## config.mk

```make
export PLATFORM = sky130hd
export DESIGN_NAME = abps_queue
export DESIGN_NICKNAME = d
export VERILOG_FILES = /design/src/hw/rtl/abps_pkg.sv /design/src/hw/rtl/abps_queue.sv
export SDC_FILE = /design/constraint.sdc
export NUM_CORES = 1
export LEC_CHECK = 0
export BUFFER_PORTS_ARGS = -buffer_cell sky130_fd_sc_hd__buf_2
export CORE_ASPECT_RATIO = 2
export CORE_UTILIZATION = 40
export CTS_BUF_LIST = sky130_fd_sc_hd__clkbuf_8 sky130_fd_sc_hd__clkbuf_16
export DETAILED_ROUTE_END_ITERATION = 7
export PLACE_DENSITY = 0.72
export SYNTH_ARGS = -nofsm -noshare
export SYNTH_HDL_FRONTEND = slang
export SYNTH_SLANG_ARGS = --single-unit
```

## constraint.sdc

```tcl
create_clock -name clk -period 5.1 [get_ports clk]
set_clock_uncertainty 0.2 [all_clocks]
set_input_delay 0 -clock clk [delete_from_list [all_inputs] [get_ports clk]]
set_output_delay 0 -clock clk [all_outputs]
set_load 0.05 [all_outputs]
```

## src/hw/rtl/abps_pkg.sv

```systemverilog
// Shared types, codes and constants of the alpha blend pixel store.
`timescale 1ns / 1ps
`default_nettype none
package abps_pkg;

	localparam int DEF_MAX_WIDTH  = 256;
	localparam int DEF_MAX_HEIGHT = 256;

	localparam int CFG_W     = 9;
	localparam int CFG_IDX_W = 1;
	localparam int IDX_W     = 24;  // covers 4096 x 4096 pixels
	localparam int QDEPTH    = 2;

	localparam logic [CFG_IDX_W-1:0] CFG_WIDTH  = 1'b0;
	localparam logic [CFG_IDX_W-1:0] CFG_HEIGHT = 1'b1;

	localparam logic [CFG_W-1:0] DIM_RESET = 9'd256;
	localparam logic [23:0]      WHITE_RGB = 24'hFFFFFF;
	localparam logic [7:0]       ALPHA_CLEAR  = 8'h00;
	localparam logic [7:0]       ALPHA_OPAQUE = 8'hFF;

	typedef enum logic [1:0] {
		ST_OPAQUE = 2'd0,
		ST_BLEND  = 2'd1,
		ST_SKIP   = 2'd2,
		ST_OOB    = 2'd3
	} status_t;

	typedef enum logic [2:0] {
		BK_CLEAR,
		BK_IDLE,
		BK_READ,
		BK_MIX,
		BK_DONE
	} back_state_t;

	typedef struct packed {
		logic signed [15:0] x_pos;
		logic signed [15:0] y_pos;
		logic [7:0]         src_alpha;
		logic [7:0]         src_red;
		logic [7:0]         src_green;
		logic [7:0]         src_blue;
	} pix_t;

	typedef struct packed {
		status_t    status;
		logic [7:0] out_red;
		logic [7:0] out_green;
		logic [7:0] out_blue;
	} res_t;

	// classified pixel write handed from front to back
	typedef struct packed {
		status_t          status;
		logic [IDX_W-1:0] idx;
		logic [7:0]       alpha;
		logic [7:0]       red;
		logic [7:0]       green;
		logic [7:0]       blue;
	} job_t;

endpackage
`default_nettype wire

```

## src/hw/rtl/abps_queue.sv

```systemverilog
// Short job queue between front and back.
`timescale 1ns / 1ps
`default_nettype none
module abps_queue (
	input  wire            clk,
	input  wire            arst_n,
	input  wire            push,
	input  abps_pkg::job_t wr_job,
	output logic           full,
	input  wire            pop,
	output abps_pkg::job_t rd_job,
	output logic           empty
);

	localparam int PTR_W = (abps_pkg::QDEPTH > 1) ? $clog2(abps_pkg::QDEPTH) : 1;
	localparam int CNT_W = $clog2(abps_pkg::QDEPTH + 1);

	abps_pkg::job_t   ent_q [abps_pkg::QDEPTH];
	logic [PTR_W-1:0] wr_ptr_q;
	logic [PTR_W-1:0] rd_ptr_q;
	logic [CNT_W-1:0] cnt_q;

	assign full   = (cnt_q == CNT_W'(abps_pkg::QDEPTH));
	assign empty  = (cnt_q == '0);
	assign rd_job = ent_q[rd_ptr_q];

	always_ff @(posedge clk) begin
		if (push)
			ent_q[wr_ptr_q] <= wr_job;
	end

	always_ff @(posedge clk or negedge arst_n) begin
		if (!arst_n) begin
			wr_ptr_q <= '0;
			rd_ptr_q <= '0;
			cnt_q    <= '0;
		end else begin
			if (push)
				wr_ptr_q <= (wr_ptr_q == PTR_W'(abps_pkg::QDEPTH - 1)) ? '0 : wr_ptr_q + 1'b1;
			if (pop)
				rd_ptr_q <= (rd_ptr_q == PTR_W'(abps_pkg::QDEPTH - 1)) ? '0 : rd_ptr_q + 1'b1;
			if (push && !pop)
				cnt_q <= cnt_q + 1'b1;
			else if (pop && !push)
				cnt_q <= cnt_q - 1'b1;
		end
	end

endmodule
`default_nettype wire

```

==> flow_summary.json <==
{
  "cts_sinks": 120,
  "via_per_inst": 4.55,
  "cts_resized": 0,
  "holdWs_ns": 0.119,
  "run_status": "completed",
  "yosysMostFrequentCell": "edfxtp_1",
  "async_reset_ff_share_pct": 3.33,
  "netlist_top_cells_count": "edfxtp_1 (116), mux2_2 (48), mux2_4 (10)",
  "slowest_delay_ns": 0.62,
  "finalWirelength_mm": 8.41,
  "root_buffer": "clkbuf_16",
  "die_area_um2": 11500,
  "syn_nets": 260,
  "antenna_found_initial": 0,
  "routedWlPerCell_um": 15.3,
  "rows": 54,
  "cts_tree": "yes",
  "cp-start-kind": "flip-flop",
  "grt-ovfl-total": 0,
  "grt_max_degree": 52,
  "hold_viol": 0,
  "grt_use_total_pct": 15.8,
  "netlist_area_um2": 4420,
  "post-synth-top-area-fraction_pct": 78.8,
  "finalSetupViolCount": 0,
  "htreeDepth": 4,
  "fp.dieW_um": 76.3,
  "grt_pass1_vias": 2679,
  "synth_top_area_cell": "edfxtp_1",
  "worst_skew_pair.late_latency_ns": 0.40,
  "critPathRequiredTime_ns": 4.90,
  "avgSynthCellArea_um2": 22.4,
  "io_buffers": 121,
  "drive_above_1_share_pct": 52.7,
  "dp.cells": 454,
  "core_area_um2": 10800,
  "tightestPinTransition_ns": 0.898,
  "synth_edf_count": 116,
  "hpwl_mm": 5.17,
  "cp.arrival_ns": 2.19,
  "clk_pin_slew_worst_paths_ns": 0.05,
  "slew_headroom_pct": 40.0,
  "finalNetCount": 458,
  "crit_path_max_fanout": 51,
  "num_antenna_cells": 0,
  "crit_type": "reg -> out",
  "antenna_left": 0,
  "drtPass1Iterations": 4,
  "synth_area_leaders": "edfxtp_1 (79%), mux2_2 (12%), mux2_4 (3.4%)",
  "io_pins": 122,
  "yosysSeqAreaShare_pct": 81.1,
  "yosysUniqueCellTypes": 14,
  "power.density_nw_per_um2": 641,
  "rsz0062_at_grt": "false",
  "slew_violations": 0,
  "clk_path_buf_depth": 2,
  "timing.fmax_mhz": 419,
  "synth_cells": 197,
  "ir_worst_vdd_mv": 0.502,
  "cts_setup_buffers": 0,
  "drc": 0,
  "drv_cap": 0,
  "cts_buffers": 17,
  "critical-path-top-delay-family": "buffers and inverters",
  "path_cells": "buf_4, mux2_2, buf_2",
  "tns_ns": 0,
  "hold_path.class": "in -> reg",
  "crit_slowest_cell": "buf_4",
  "place.gp.congestion": 0.700,
  "layout.cells.non_filler": 548,
  "start_util_pct": 40.9,
  "synth_ff_type": "edfxtp_1",
  "worst-path-buf-inv": 2,
  "yosysWarnings": 0,
  "grt_pass1_wl_mm": 13.0,
  "area_growth_pct": 45.2,
  "first_iter_violations": 71,
  "power.total_uw": 4110,
  "layout_worst_path_cycle_share_pct": 46.8,
  "fin_util_pct": 59.4,
  "leakagePower_uw": 0.00251,
  "ys_seq_elements": 120,
  "cp-end-kind": "primary output",
  "num-fill-cells": 815,
  "via_count": 2493,
  "fin_crit_ns": 2.39,
  "dieHeight_um": 151
}
==> logic make-up (layout without fill, tap and decap cells) <==
| family | count (synthesis) | after routing | share of synthesized area, % |
|---|---|---|---|
| flip-flops | 120 | 120 | 81.1 |
| multiplexers | 58 | 58 | 15.6 |
| buffers and inverters | 8 | 219 | 1.39 |
| XOR/XNOR | 5 | 5 | 0.991 |
| AND/OR/NAND/NOR | 5 | 5 | 0.595 |
| adder cells (fa/ha/maj) | 1 | 1 | 0.283 |
==> stage by stage <==
| step | setup slack (ns) | cell area [um2] |
|---|---|---|
| after floorplan | 1.44 | 4420 |
| after global placement | 2.89 | 5170 |
| after detailed placement | 2.82 | 5170 |
| after CTS | 2.67 | 6420 |
| after global routing | 2.59 | 6420 |
| final | 2.71 | 6420 |
==> layout make-up <==
type                            instances  area, um2  area share, %
Clock buffer                           18        439           6.84
Clock inverter                         14        183           2.85
Tap cell                              140        175           2.73
Timing Repair Buffer                  186       1250           19.5
Sequential cell                       120       3580           55.9
Inverter                                1       3.75         0.0585
Multi-Input combinational cell         69        782           12.2
==> cell usage in the layout (no fill, tap or decap) <==
cell / n
buf_2: 121
edfxtp_1: 116
dlygate4sd3_1: 62
mux2_2: 48
clkbuf_16: 17
mux2_4: 10
xor2_1: 4
bufinv_16: 4
inv_1: 3
clkinv_2: 3
clkinvlp_4: 3
dfrtp_1: 3
buf_4: 3
nor2_1: 2
clkinv_4: 2
and2_2: 1
nor2b_1: 1
nor2b_4: 1
xnor2_1: 1
ha_1: 1
clkbuf_8: 1
dfrtp_2: 1
==> layer usage <==
layer	GRT usage (%)	vias up	wire length (um)
met4	11.5	0	376
li1	-	1178	-
met3	5.76	23	326
met2	28.1	88	4760
met1	14.6	1204	2950
met5	0	-	0
==> report_power, final <==
part / total (uW) / internal (uW) / switching [uW] / leakage [uW]
registers: 1380 / 1310 / 64.7 / 0.00113
logic: 1510 / 438 / 1070 / 0.00107
clock network: 1230 / 824 / 403 / 0.000304
==> timing repair <==
item / CTS / global route
setup endpoints to repair: 0 / 0
hold buffers: 62 / 0
endpoints found under the hold margin: 124 / 0
==> sequential cells by signal, summed over array words and instances, names as in the netlist <==
signal,flops
ent_q,116
cnt_q,2
rd_ptr_q,1
wr_ptr_q,1
==> final timing paths <==
kind,to,depth (start not counted),startpoint,slack (ns)
min in group asynchronous,cnt_q[0],3,arst_n,0.33
setup / recovery,rd_job[13],3,rd_ptr_q,2.71
setup reg to reg,ent_q[0][1],2,wr_ptr_q,2.89
hold reg to reg,cnt_q[1],1,cnt_q[1],0.30
max in group asynchronous,rd_ptr_q,3,arst_n,4.16
hold / removal,ent_q[1][1],2,wr_job[1],0.12
==> worst reg2reg max path, cell delays in order, from the launching register on <==
cell and delay [ns]:
dfrtp_1 0.43, nor2b_4 0.73, buf_4 0.50
Note: power is estimated with default switching activity, not from simulation.
