[config.mk]
export PLATFORM = sky130hd
export DESIGN_NAME = abps_front
export DESIGN_NICKNAME = d
export VERILOG_FILES = /design/src/hw/rtl/abps_pkg.sv /design/src/hw/rtl/abps_front.sv
export SDC_FILE = /design/constraint.sdc
export NUM_CORES = 1
export LEC_CHECK = 0
export BUFFER_PORTS_ARGS = -buffer_cell sky130_fd_sc_hd__buf_2
export CAP_MARGIN = 5
export CORE_AREA = 2 2 105 107
export CTS_CLUSTER_DIAMETER = 50
export DETAILED_ROUTE_END_ITERATION = 7
export DIE_AREA = 0 0 107 109
export PLACE_DENSITY = 0.65
export SYNTH_ARGS = -nofsm -noshare
export SYNTH_HDL_FRONTEND = slang
export SYNTH_SLANG_ARGS = --single-unit
[constraint.sdc]
create_clock -name clk -period 9.1 [get_ports clk]
set_clock_uncertainty 0.05 [all_clocks]
set_input_delay 0.455 -clock clk [delete_from_list [all_inputs] [get_ports clk]]
set_output_delay 0.455 -clock clk [all_outputs]
set_load 0.05 [all_outputs]
[src/hw/rtl/abps_pkg.sv]
// Shared types, codes and constants of the alpha blend pixel store.
`timescale 1ns / 1ps
`default_nettype none
package abps_pkg;

	localparam int DEF_MAX_WIDTH  = 256;
	localparam int DEF_MAX_HEIGHT = 256;

	localparam int CFG_W     = 9;
	localparam int CFG_IDX_W = 1;
	localparam int IDX_W     = 24;  // covers 4096 x 4096 pixels
	localparam int QDEPTH    = 2;

	localparam logic [CFG_IDX_W-1:0] CFG_WIDTH  = 1'b0;
	localparam logic [CFG_IDX_W-1:0] CFG_HEIGHT = 1'b1;

	localparam logic [CFG_W-1:0] DIM_RESET = 9'd256;
	localparam logic [23:0]      WHITE_RGB = 24'hFFFFFF;
	localparam logic [7:0]       ALPHA_CLEAR  = 8'h00;
	localparam logic [7:0]       ALPHA_OPAQUE = 8'hFF;

	typedef enum logic [1:0] {
		ST_OPAQUE = 2'd0,
		ST_BLEND  = 2'd1,
		ST_SKIP   = 2'd2,
		ST_OOB    = 2'd3
	} status_t;

	typedef enum logic [2:0] {
		BK_CLEAR,
		BK_IDLE,
		BK_READ,
		BK_MIX,
		BK_DONE
	} back_state_t;

	typedef struct packed {
		logic signed [15:0] x_pos;
		logic signed [15:0] y_pos;
		logic [7:0]         src_alpha;
		logic [7:0]         src_red;
		logic [7:0]         src_green;
		logic [7:0]         src_blue;
	} pix_t;

	typedef struct packed {
		status_t    status;
		logic [7:0] out_red;
		logic [7:0] out_green;
		logic [7:0] out_blue;
	} res_t;

	// classified pixel write handed from front to back
	typedef struct packed {
		status_t          status;
		logic [IDX_W-1:0] idx;
		logic [7:0]       alpha;
		logic [7:0]       red;
		logic [7:0]       green;
		logic [7:0]       blue;
	} job_t;

endpackage
`default_nettype wire

[src/hw/rtl/abps_front.sv]
// Front end: size registers, bounds check, alpha classification, store index.
`timescale 1ns / 1ps
`default_nettype none
module abps_front #(
	parameter int MAX_WIDTH  = abps_pkg::DEF_MAX_WIDTH,
	parameter int MAX_HEIGHT = abps_pkg::DEF_MAX_HEIGHT
) (
	input  wire                                clk,
	input  wire                                arst_n,
	input  wire                                cfg_we,
	input  wire [abps_pkg::CFG_IDX_W-1:0]      cfg_index,
	input  wire [abps_pkg::CFG_W-1:0]          cfg_wdata,
	input  wire                                pix_valid,
	input  abps_pkg::pix_t                     pix,
	output logic                               pix_stall,
	input  wire                                busy,
	input  wire                                full,
	output logic                               push,
	output abps_pkg::job_t                     job
);

	localparam int XW = (MAX_WIDTH > 1) ? $clog2(MAX_WIDTH) : 1;
	localparam int YW = (MAX_HEIGHT > 1) ? $clog2(MAX_HEIGHT) : 1;
	localparam int WW = $clog2(MAX_WIDTH + 1);
	localparam int PW = YW + WW;

	logic [abps_pkg::CFG_W-1:0] width_q;
	logic [abps_pkg::CFG_W-1:0] height_q;
	logic [15:0]                w_sat;
	logic [15:0]                h_sat;
	logic [15:0]                xu;
	logic [15:0]                yu;
	logic                       in_bounds;
	logic [PW-1:0]              prod;
	logic [PW-1:0]              lin;

	always_ff @(posedge clk or negedge arst_n) begin
		if (!arst_n) begin
			width_q  <= abps_pkg::DIM_RESET;
			height_q <= abps_pkg::DIM_RESET;
		end else if (cfg_we) begin
			unique case (cfg_index)
				abps_pkg::CFG_WIDTH:  width_q  <= cfg_wdata;
				abps_pkg::CFG_HEIGHT: height_q <= cfg_wdata;
				default: ;
			endcase
		end
	end

	always_comb begin
		w_sat = (16'(width_q) > 16'(MAX_WIDTH)) ? 16'(MAX_WIDTH) : 16'(width_q);
		h_sat = (16'(height_q) > 16'(MAX_HEIGHT)) ? 16'(MAX_HEIGHT) : 16'(height_q);
		xu = pix.x_pos;
		yu = pix.y_pos;
		in_bounds = !xu[15] && !yu[15] && (xu < w_sat) && (yu < h_sat);

		// x < w and y < h keep the index below MAX_WIDTH * MAX_HEIGHT
		prod = PW'(yu[YW-1:0]) * PW'(w_sat[WW-1:0]);
		lin  = prod + PW'(xu[XW-1:0]);

		job.idx   = in_bounds ? (abps_pkg::IDX_W)'(lin) : '0;
		job.alpha = pix.src_alpha;
		job.red   = pix.src_red;
		job.green = pix.src_green;
		job.blue  = pix.src_blue;
		if (!in_bounds)
			job.status = abps_pkg::ST_OOB;
		else if (pix.src_alpha == abps_pkg::ALPHA_CLEAR)
			job.status = abps_pkg::ST_SKIP;
		else if (pix.src_alpha == abps_pkg::ALPHA_OPAQUE)
			job.status = abps_pkg::ST_OPAQUE;
		else
			job.status = abps_pkg::ST_BLEND;

		pix_stall = busy || full;
		push      = pix_valid && !pix_stall;
	end

endmodule
`default_nettype wire

==> impl_metrics.ini, run 1 <==
[cts]
numCtsBuffers = 3
worstSkewPairLatency_ns = 0.25
cts.sinks = 18
hold_buffers = 0
clkTransAtPathRegs_ns = 0.07
cts_setup_buffers = 0
cts_resized = 0
clk_path_buf_depth = 2
cts.htree.levels = 1
cts_tree = built
cts_root_buf = clkbuf_8

[floorplanning]
start_util_pct = 39.04
core-area_um2 = 10600
rows = 38
dieHeight_um = 109
dieArea_um2 = 11660
dieWidth_um = 107
io_pins = 140

[setup_path]
r2r-end = width_q[8]$_DFFE_PN1P_
cp-end-kind = primary output
critical_path.top_delay_family = adder cells
path_buf_inv = 3
r2r_cells = 2
critPathMaxFanout = 18
path_cells = nor2b_1 > and2_1 > fa_1 > fa_1 > fa_1 > inv_1 > fa_1 > inv_1 > ha_1 > a2111oi_0 > a21oi_1 > nand2_1 > o211ai_1 > a31oi_1 > xnor2_1 > nor2_1 > buf_2
cp-start-kind = flop
cpMaxStageDelayCell = fa_1
crit_required_ns = 8.60
cp_common_cell = fa_1
rrSetupSlack_ns = 7.82
critical_path_class = flop to primary output
cpPeakStageDelay_ns = 0.54
crit_arrival_ns = 5.42
r2r_start = width_q[8]$_DFFE_PN1P_

[sta]
tns_ns = 0
finalMaxSlewViolations = 0
final-hold-violation-count = 0
min_period_ns = 5.927
fmax_ghz = 0.1687
slew_headroom_pct = 43.95
setup_violations = 0
tightest_slew_ns = 0.8390
rsz0062_at_grt = false
period_share_pct = 65.13

[grt]
grt_max_degree = 20
grt_pass1_vias = 3222
antenna_found_initial = 0
grt_pass1_wl_um = 14700
grt_usage_pct = 15.22
gr-total-overflow = 0

[drt]
vias_per_cell = 4.816
drcViolationCount = 0
vias = 3198
dr.pass1.iters = 6
wl_per_cell_um = 12.97
drt_iter0_drc = 107
ant_nets = 0
wirelength_um = 8612

[yosys]
ys.flop_type = dfrtp_1
synthTopCellsByArea = fa_1 (24%), ha_1 (16%), dfrtp_1 (9.7%)
synthCells = 478
yosysTopAreaCell = fa_1
seq_area_frac_synth_pct = 10.94
yosys.cell_types.count = 43
synth-edff-count = 0
ys_seq_elements = 18
synth.avg_cell_area_um2 = 8.659
synth_top_area_share_pct = 24.18
synth-async-reset-ratio_pct = 100.0
synth_area_um2 = 4139
ys_warn_count = 0

[flow_run]
maxCapViolCount = 0

[place]
dpl.hpwl_um = 7495
place_congestion = 0.8031
io_buffers = 84

[outcome]
status = complete, no violations

[finish]
insertedDiodeCount = 0
area_delta_synth_final_pct = 7.890
final_common_cell = inv_1
fin_nets = 709
fin_util_pct = 42.12
layout_common_cells = inv_1 (89), buf_2 (84), ha_1 (54)
drive_above_1_share_pct = 21.18

[power_and_ir_drop]
p_per_area_nw_per_um2 = 192.2
leakagePower_nw = 2.423
irDropWorstVdd_mv = 0.1281

[hold_path]
hold_path_class = primary input to asynchronous set/reset pin
==> kinds of logic after synthesis <==
group	Yosys count	share of synthesized area, %
compound gates	46	7.436
other cells	1	0.09060
xor+xnor	11	2.328
buf+inv	139	16.72
fa+ha+maj	104	40.51
flops	18	10.94
mux	16	4.353
simple gates	143	17.62
==> registers in the layout (all words and copies together) (netlist names) <==
register  count
height_q      9
width_q       9
==> layer usage <==
layer,vias up,track usage (%),wire (um)
met2,86,28.07,4362
met1,1544,19.13,3607
met4,0,2.783,113
met5,-,0,0
li1,1556,-,-
met3,12,2.152,528
==> Yosys cell counts, types with 2 or more instances <==
cell and n:
o21ai_0 13, xnor2_1 4, o211ai_1 2, ha_1 54, buf_4 39, nor2b_1 10, mux2_2 16, inv_1 89
a21o_1 2, buf_1 2, buf_6 3, nor3_1 3, nand2b_1 3, and3_1 6, nand4_1 2, nor4_1 6
a2111oi_0 2, nand2_1 41, fa_1 50, clkbuf_1 4, a211oi_1 7, and2_1 45, a21oi_1 9, nand3_1 3
a31oi_1 2, nor2_1 22, dfstp_2 2, xor2_1 7, dfrtp_1 16
==> where the power goes <==
group / internal (mW) / switching [mW] / leakage, nW
combinational: 0.293 / 0.399 / 2.18
clock: 0.0384 / 0.0259 / 0.0288
sequential: 0.0927 / 0.00912 / 0.209
total: 0.424 / 0.434 / 2.42
==> area by class of cell <==
cell class | count | area (um2)
clock buffers | 4 | 55.05
flip-flops and latches | 18 | 452.9
inverters | 90 | 337.8
well taps | 140 | 175.2
repair buffers | 85 | 427.9
fillers | 1083 | 6137
multi-input cells | 327 | 3017
==> per-stage QoR <==
step	power, mW	hold WS [ns]	instance area [um2]	std cells	setup slack, ns
2_1_floorplan	0.6894	0.1094	4161	484	3.462
3_3_place_gp	0.7829	0.3448	4410	660	3.538
3_5_place_dp	0.8013	0.3486	4410	660	3.472
4_1_cts	0.8729	0.07532	4466	664	3.171
5_1_grt	0.9841	0.08655	4466	664	2.784
6_report	0.8585	0.06536	4466	664	3.173
==> worst max-delay path by stage <==
stage                                 from       to  slack, ns  cells after the start
global placement    width_q[8]$_DFFE_PN1P_  job[48]       3.54                     17
detailed placement  width_q[8]$_DFFE_PN1P_  job[48]       3.47                     17
global route        width_q[8]$_DFFE_PN1P_  job[48]       2.78                     17
finish              width_q[8]$_DFFE_PN1P_  job[48]       3.17                     17
floorplan           width_q[8]$_DFFE_PN1P_  job[48]       3.46                     18
CTS                 width_q[8]$_DFFE_PN1P_  job[48]       3.17                     17
Note: power is estimated with default switching activity, not from simulation.
==> inputs of run 2 (changes only) <==
--- a/config.mk
+++ b/config.mk
@@ -5,13 +5,13 @@
 export SDC_FILE = /design/constraint.sdc
 export NUM_CORES = 1
 export LEC_CHECK = 0
+export ABC_AREA = 1
 export BUFFER_PORTS_ARGS = -buffer_cell sky130_fd_sc_hd__buf_2
 export CAP_MARGIN = 5
-export CORE_AREA = 2 2 105 107
+export CORE_AREA = 2 2 107 109
 export CTS_CLUSTER_DIAMETER = 50
 export DETAILED_ROUTE_END_ITERATION = 7
-export DIE_AREA = 0 0 107 109
-export PLACE_DENSITY = 0.65
+export DIE_AREA = 0 0 109 111
 export SYNTH_ARGS = -nofsm -noshare
 export SYNTH_HDL_FRONTEND = slang
 export SYNTH_SLANG_ARGS = --single-unit
==> constraint.sdc (replaced) <==
create_clock -name clk -period 6.1 [get_ports clk]
set_clock_uncertainty 0.05 [all_clocks]
set_input_delay 0.305 -clock clk [delete_from_list [all_inputs] [get_ports clk]]
set_output_delay 0.305 -clock clk [all_outputs]
set_load 0.05 [all_outputs]
==> run 2 against run 1 <==
Cell count increased by 16%. Worst setup slack got worse by 2.8 ns. Count of clock-buffer cells in the layout did not move. Highest routed layer unchanged.
==> impl_metrics.ini, run 2 <==
[outcome]
status = complete, no violations

[grt]
global_route.usage.met1_pct = 23.94
grt_max_degree = 19
grt_pass1_vias = 3684
grt_usage_pct = 17.55
antenna_found_initial = 0
grt_util_met2_pct = 29.94
top_usage_layer = met2
gr-total-overflow = 0
met3_usage_pct = 2.175
grt_pass1_wl_um = 17100

[drt]
dr.pass1.iters = 4
wl_per_cell_um = 12.57
drcViolationCount = 0
vias = 3634
ant_nets = 0
wirelength_um = 9678
drt_iter0_drc = 212
vias_per_cell = 4.719

[finish]
fin_area_um2 = 4679
finalNonFillerCells = 770
area_delta_synth_final_pct = 9.774
layout_common_cells = inv_1 (130), nand2_1 (99), buf_2 (83)
top_regs = height_q (9), width_q (9)
fin_util_pct = 42.25
fin_nets = 812
drive_above_1_share_pct = 18.50
insertedDiodeCount = 0
final_common_cell = inv_1

[hold_path]
hold_path_class = primary input to flop
hold_depth = 3

[power_and_ir_drop]
p_per_area_nw_per_um2 = 256.8
leakagePower_nw = 2.788
irDropWorstVdd_mv = 0.1857
finalPower_mw = 1.202

[setup_path]
cp_common_cell = fa_1
rrSetupSlack_ns = 5.22
crit_arrival_ns = 5.35
critPathMaxFanout = 8
crit_required_ns = 5.74
cpPeakStageDelay_ns = 0.59
cpMaxStageDelayCell = dfstp_2
r2r_cells = 2
path_cells = clkinvlp_4 > a31oi_1 > inv_1 > nand2_1 > nor2_1 > fa_1 > fa_1 > fa_1 > inv_1 > fa_1 > inv_1 > ha_1 > a21oi_1 > o21ai_0 > a21o_1 > a21oi_1 > xor2_1 > nor2_2 > buf_2
critical_path_class = flop to primary output
cp-start-kind = flop
cp-end-kind = primary output

[floorplanning]
dieHeight_um = 111
dieArea_um2 = 12100
rows = 39
start_util_pct = 38.48
io_pins = 140
core-area_um2 = 11080
dieWidth_um = 109

[place]
io_buffers = 84
dp.cells = 764
dpl.hpwl_um = 8448
place_ws_ns = 0.4008
dpl_cell_area_um2 = 4561
place_congestion = 0.9250

[yosys]
synthCells = 576
yosys.cell_types.count = 34
synth.avg_cell_area_um2 = 7.401
seq_area_frac_synth_pct = 10.63
synth_mux_area_share_pct = 0
synthXorXnorAreaFrac_pct = 2.055
synth_top_family_by_area = adder cells
yosys.area_share.simple_pct = 21.63
synth_top_area_share_pct = 23.48
ys.flop_type = dfrtp_1
yosysMostFrequentCell = inv_1
yosysTopAreaCell = fa_1
ys_seq_elements = 18
synthAdderAreaFrac_pct = 39.33
synthTopCellsByArea = fa_1 (23%), ha_1 (16%), inv_1 (11%)
synth_area_um2 = 4263
synth-async-reset-ratio_pct = 100.0
yosys-top-cells-count = inv_1 (130), nand2_1 (100), nor2_1 (67)
synth_compound_area_share_pct = 6.956
synth-edff-count = 0
ys_warn_count = 0

[cts]
clk_path_buf_depth = 2
cts.sinks = 18
clkTransAtPathRegs_ns = 0.05
cts.htree.levels = 1
worstSkewPairLatency_ns = 0.25
cts_root_buf = clkbuf_16
cts_tree = built
numCtsBuffers = 3

[sta]
finalMaxSlewViolations = 0
fmax_ghz = 0.1753
rsz0062_at_grt = false
setup_violations = 0
layout_setup_ws_ns = 0.3961
period_share_pct = 93.51
hold_ws_ns = 0.2751
min_period_ns = 5.704
tns_ns = 0
final-hold-violation-count = 0

[flow_run]
maxCapViolCount = 0
run 2: worst paths after layout:
check,startpoint,end
setup / recovery,width_q[8]$_DFFE_PN1P_,job[44]
setup reg to reg,width_q[8]$_DFFE_PN1P_,width_q[8]$_DFFE_PN1P_
hold reg to reg,height_q[8]$_DFFE_PN1P_,height_q[8]$_DFFE_PN1P_
min in group asynchronous,arst_n,height_q[7]$_DFFE_PN0P_
max in group asynchronous,arst_n,height_q[8]$_DFFE_PN1P_
hold / removal,cfg_wdata[8],height_q[8]$_DFFE_PN1P_
run 2: cell families after synthesis:
family	after synthesis
fa+ha+maj	104
flops	18
compound gates	52
simple gates	213
xor+xnor	10
other cells	1
buf+inv	178
run 2: repair_timing:
item	in CTS	in global routing
endpoints found under the hold margin	16	0
resized for setup	0	6
setup endpoints to repair	0	4
hold buffers	1	0
buffers inserted	0	1
run 2: area by class of cell:
type	count	area (um2)
Tap cell	143	178.9
Clock buffer	4	88.84
Fill cell	1145	6397
Inverter	133	503.0
Multi-Input combinational cell	386	3015
Sequential cell	18	452.9
Timing Repair Buffer	86	440.4
run 2: critical path: cells and delay by family (launching register included):
| family | cells | cell delay (ns) |
|---|---|---|
| buffers and inverters | 5 | 0.60 |
| adder cells (fa/ha/maj) | 5 | 2.41 |
| flip-flops | 1 | 0.59 |
| AND/OR/NAND/NOR | 3 | 0.49 |
| AO/OA/AOI/OAI | 5 | 0.89 |
| XOR/XNOR | 1 | 0.10 |
run 2: power breakdown:
part / internal (mW) / total [mW] / switching (mW)
logic: 0.340 / 0.907 / 0.567
registers: 0.136 / 0.151 / 0.0147
clock network: 0.0997 / 0.144 / 0.0439
total: 0.576 / 1.20 / 0.626
run 2: routing by layer:
layer,part of all wire [%],routed length [um],up-vias
met5,0,0,-
met3,5.7,550,15
li1,-,-,1804
met1,44,4278,1696
met2,49,4694,119
met4,1.6,155,0
==> inputs of run 3 (changes only) <==
==> constraint.sdc (replaced) <==
create_clock -name clk -period 6.1 [get_ports clk]
set_clock_uncertainty 0.05 [all_clocks]
set_input_delay 1.22 -clock clk [delete_from_list [all_inputs] [get_ports clk]]
set_output_delay 1.22 -clock clk [all_outputs]
set_load 0.05 [all_outputs]
==> run 3 against run 2 <==
The run now ends with setup timing left. Hold slack better by 0.18 ns. Critical endpoint is now job[45]. Routed wire length rose by 8.3%. Combinational power rose by 79%. Worst setup slack worse by 0.54 ns. Utilization rose by 10 points. Via count increased by 7.5%. Maximum frequency shrank 8.7%.
==> impl_metrics.ini, run 3 (synthesis gave the netlist of run 2 again) <==
[power_and_ir_drop]
irDropWorstVdd_mv = 0.2087
p_per_area_nw_per_um2 = 328.9
leakagePower_nw = 3.147

[sta]
rsz0062_at_grt = true
tns_ns = -0.6940
setup_violations = 7
final-hold-violation-count = 0
min_period_ns = 6.247
fmax_ghz = 0.1601
layout_setup_ws_ns = -0.1473
hold_ws_ns = 0.4595
finalMaxSlewViolations = 0
period_share_pct = 102.4

[finish]
final_common_cell = inv_1
layout_common_cells = inv_1 (109), nand2_1 (88), buf_2 (69)
drive_above_1_share_pct = 40.63
area_delta_synth_final_pct = 36.54
fin_area_um2 = 5821
fin_nets = 879
top_regs = height_q (9), width_q (9)
finalNonFillerCells = 837
insertedDiodeCount = 0

[place]
place_ws_ns = -0.4299
place_congestion = 0.9406
dpl.hpwl_um = 8634
io_buffers = 84
dp.cells = 823
dpl_cell_area_um2 = 5086

[cts]
worstSkewPairLatency_ns = 0.25
hold_buffers = 0
cts_root_buf = clkbuf_16
cts.sinks = 18
cts.htree.levels = 1
clk_path_buf_depth = 2
numCtsBuffers = 3
clkTransAtPathRegs_ns = 0.05
cts_tree = built

[setup_path]
cp_common_cell = fa_1
cpPeakStageDelay_ns = 0.49
path_cells = buf_8 > clkinvlp_4 > buf_12 > nor2_4 > fa_1 > inv_1 > fa_1 > inv_2 > fa_1 > inv_1 > fa_1 > inv_2 > ha_4 > nand2_1 > inv_1 > a21oi_2 > o21ai_2 > a21oi_2 > xor2_2 > nor2_4 > buf_6
crit_arrival_ns = 4.98
rrSetupSlack_ns = 5.12
critPathMaxFanout = 4
cpMaxStageDelayCell = fa_1
path_buf_inv = 9
cp-start-kind = primary input
critical_path_class = primary input to primary output
critical_path.top_delay_family = adder cells
crit_required_ns = 4.83
cp-end-kind = primary output

[drt]
vias = 3905
wirelength_um = 10480
drt_iter0_drc = 138
dr.pass1.iters = 4
drcViolationCount = 0
wl_per_cell_um = 12.52
vias_per_cell = 4.665
ant_nets = 0

[floorplanning]
rows = 39
core-area_um2 = 11080
dieWidth_um = 109
dieHeight_um = 111
dieArea_um2 = 12100
io_pins = 140
start_util_pct = 38.48

[grt]
gr-total-overflow = 0
grt_max_degree = 19
grt_pass1_vias = 4024
grt_usage_pct = 18.20
grt_pass1_wl_um = 17850
antenna_found_initial = 0

[hold_path]
hold_path_class = flop to flop

[outcome]
failed_checks = setup timing
status = finished, violations left

[flow_run]
maxCapViolCount = 0
==> run 3: changes by cell type in the layout (fill, tap and decap cells not counted), sizes merged <==
cell,previous run,this run
clkbuf,5,4
buf,84,153
clkinvlp,1,2
inv,132,130
clkinv,0,1
dlygate4sd3,1,0
==> run 3: repair_timing <==
item / 4_1_cts / 5_1_grt
pin swaps: 49 / 30
endpoints found under the setup margin: 10 / 12
gates resized for setup: 93 / 63
setup buffers: 5 / 6
==> run 3: final cells by class <==
class,count,area [um2]
well taps,143,178.9
flip-flops and latches,18,452.9
multi-input cells,386,3516
repair buffers,153,1075
clock buffers,4,88.84
fillers,1038,5256
inverters,133,509.2
==> run 3: stage by stage <==
stage                     utilization [%]  total power [mW]
after detailed placement            45.92             1.334
after CTS                           50.07             1.766
after global placement              45.92             1.327
after global routing                52.55             2.102
final                               52.55             1.914
after floorplan                         -            0.9741
==> run 3: final timing paths <==
| kind | endpoint | cells after the start | start |
|---|---|---|---|
| max in group asynchronous | width_q[8]$_DFFE_PN1P_ | 1 | arst_n |
| max reg2reg | width_q[8]$_DFFE_PN1P_ | 3 | width_q[8]$_DFFE_PN1P_ |
| max | job[45] | 21 | pix[36] |
| min | height_q[8]$_DFFE_PN1P_ | 2 | height_q[8]$_DFFE_PN1P_ |
| min in group asynchronous | height_q[2]$_DFFE_PN0P_ | 1 | arst_n |
| min reg2reg | height_q[8]$_DFFE_PN1P_ | 2 | height_q[8]$_DFFE_PN1P_ |
==> run 3: worst min-delay path: cells and delay by family, from the launching register on <==
family | cells | cell delay, ns
AOI/OAI and AO/OA | 1 | 0.07
DFF | 1 | 0.38
and+or+nand+nor | 1 | 0.05
==> run 3: power by group <==
group	internal [mW]	switching [mW]	leakage (nW)
logic	0.766	0.854	2.88
clock network	0.0998	0.0440	0.0442
registers	0.136	0.0144	0.219
==> run 3: per-layer routing <==
metal  up-vias  track usage, %  share of wire, %
met2        94           32.55                52
met5         -               0                 0
li1       1939               -                 -
met4         0           2.906               1.2
met3        14           1.940               4.7
met1      1858           23.78                42
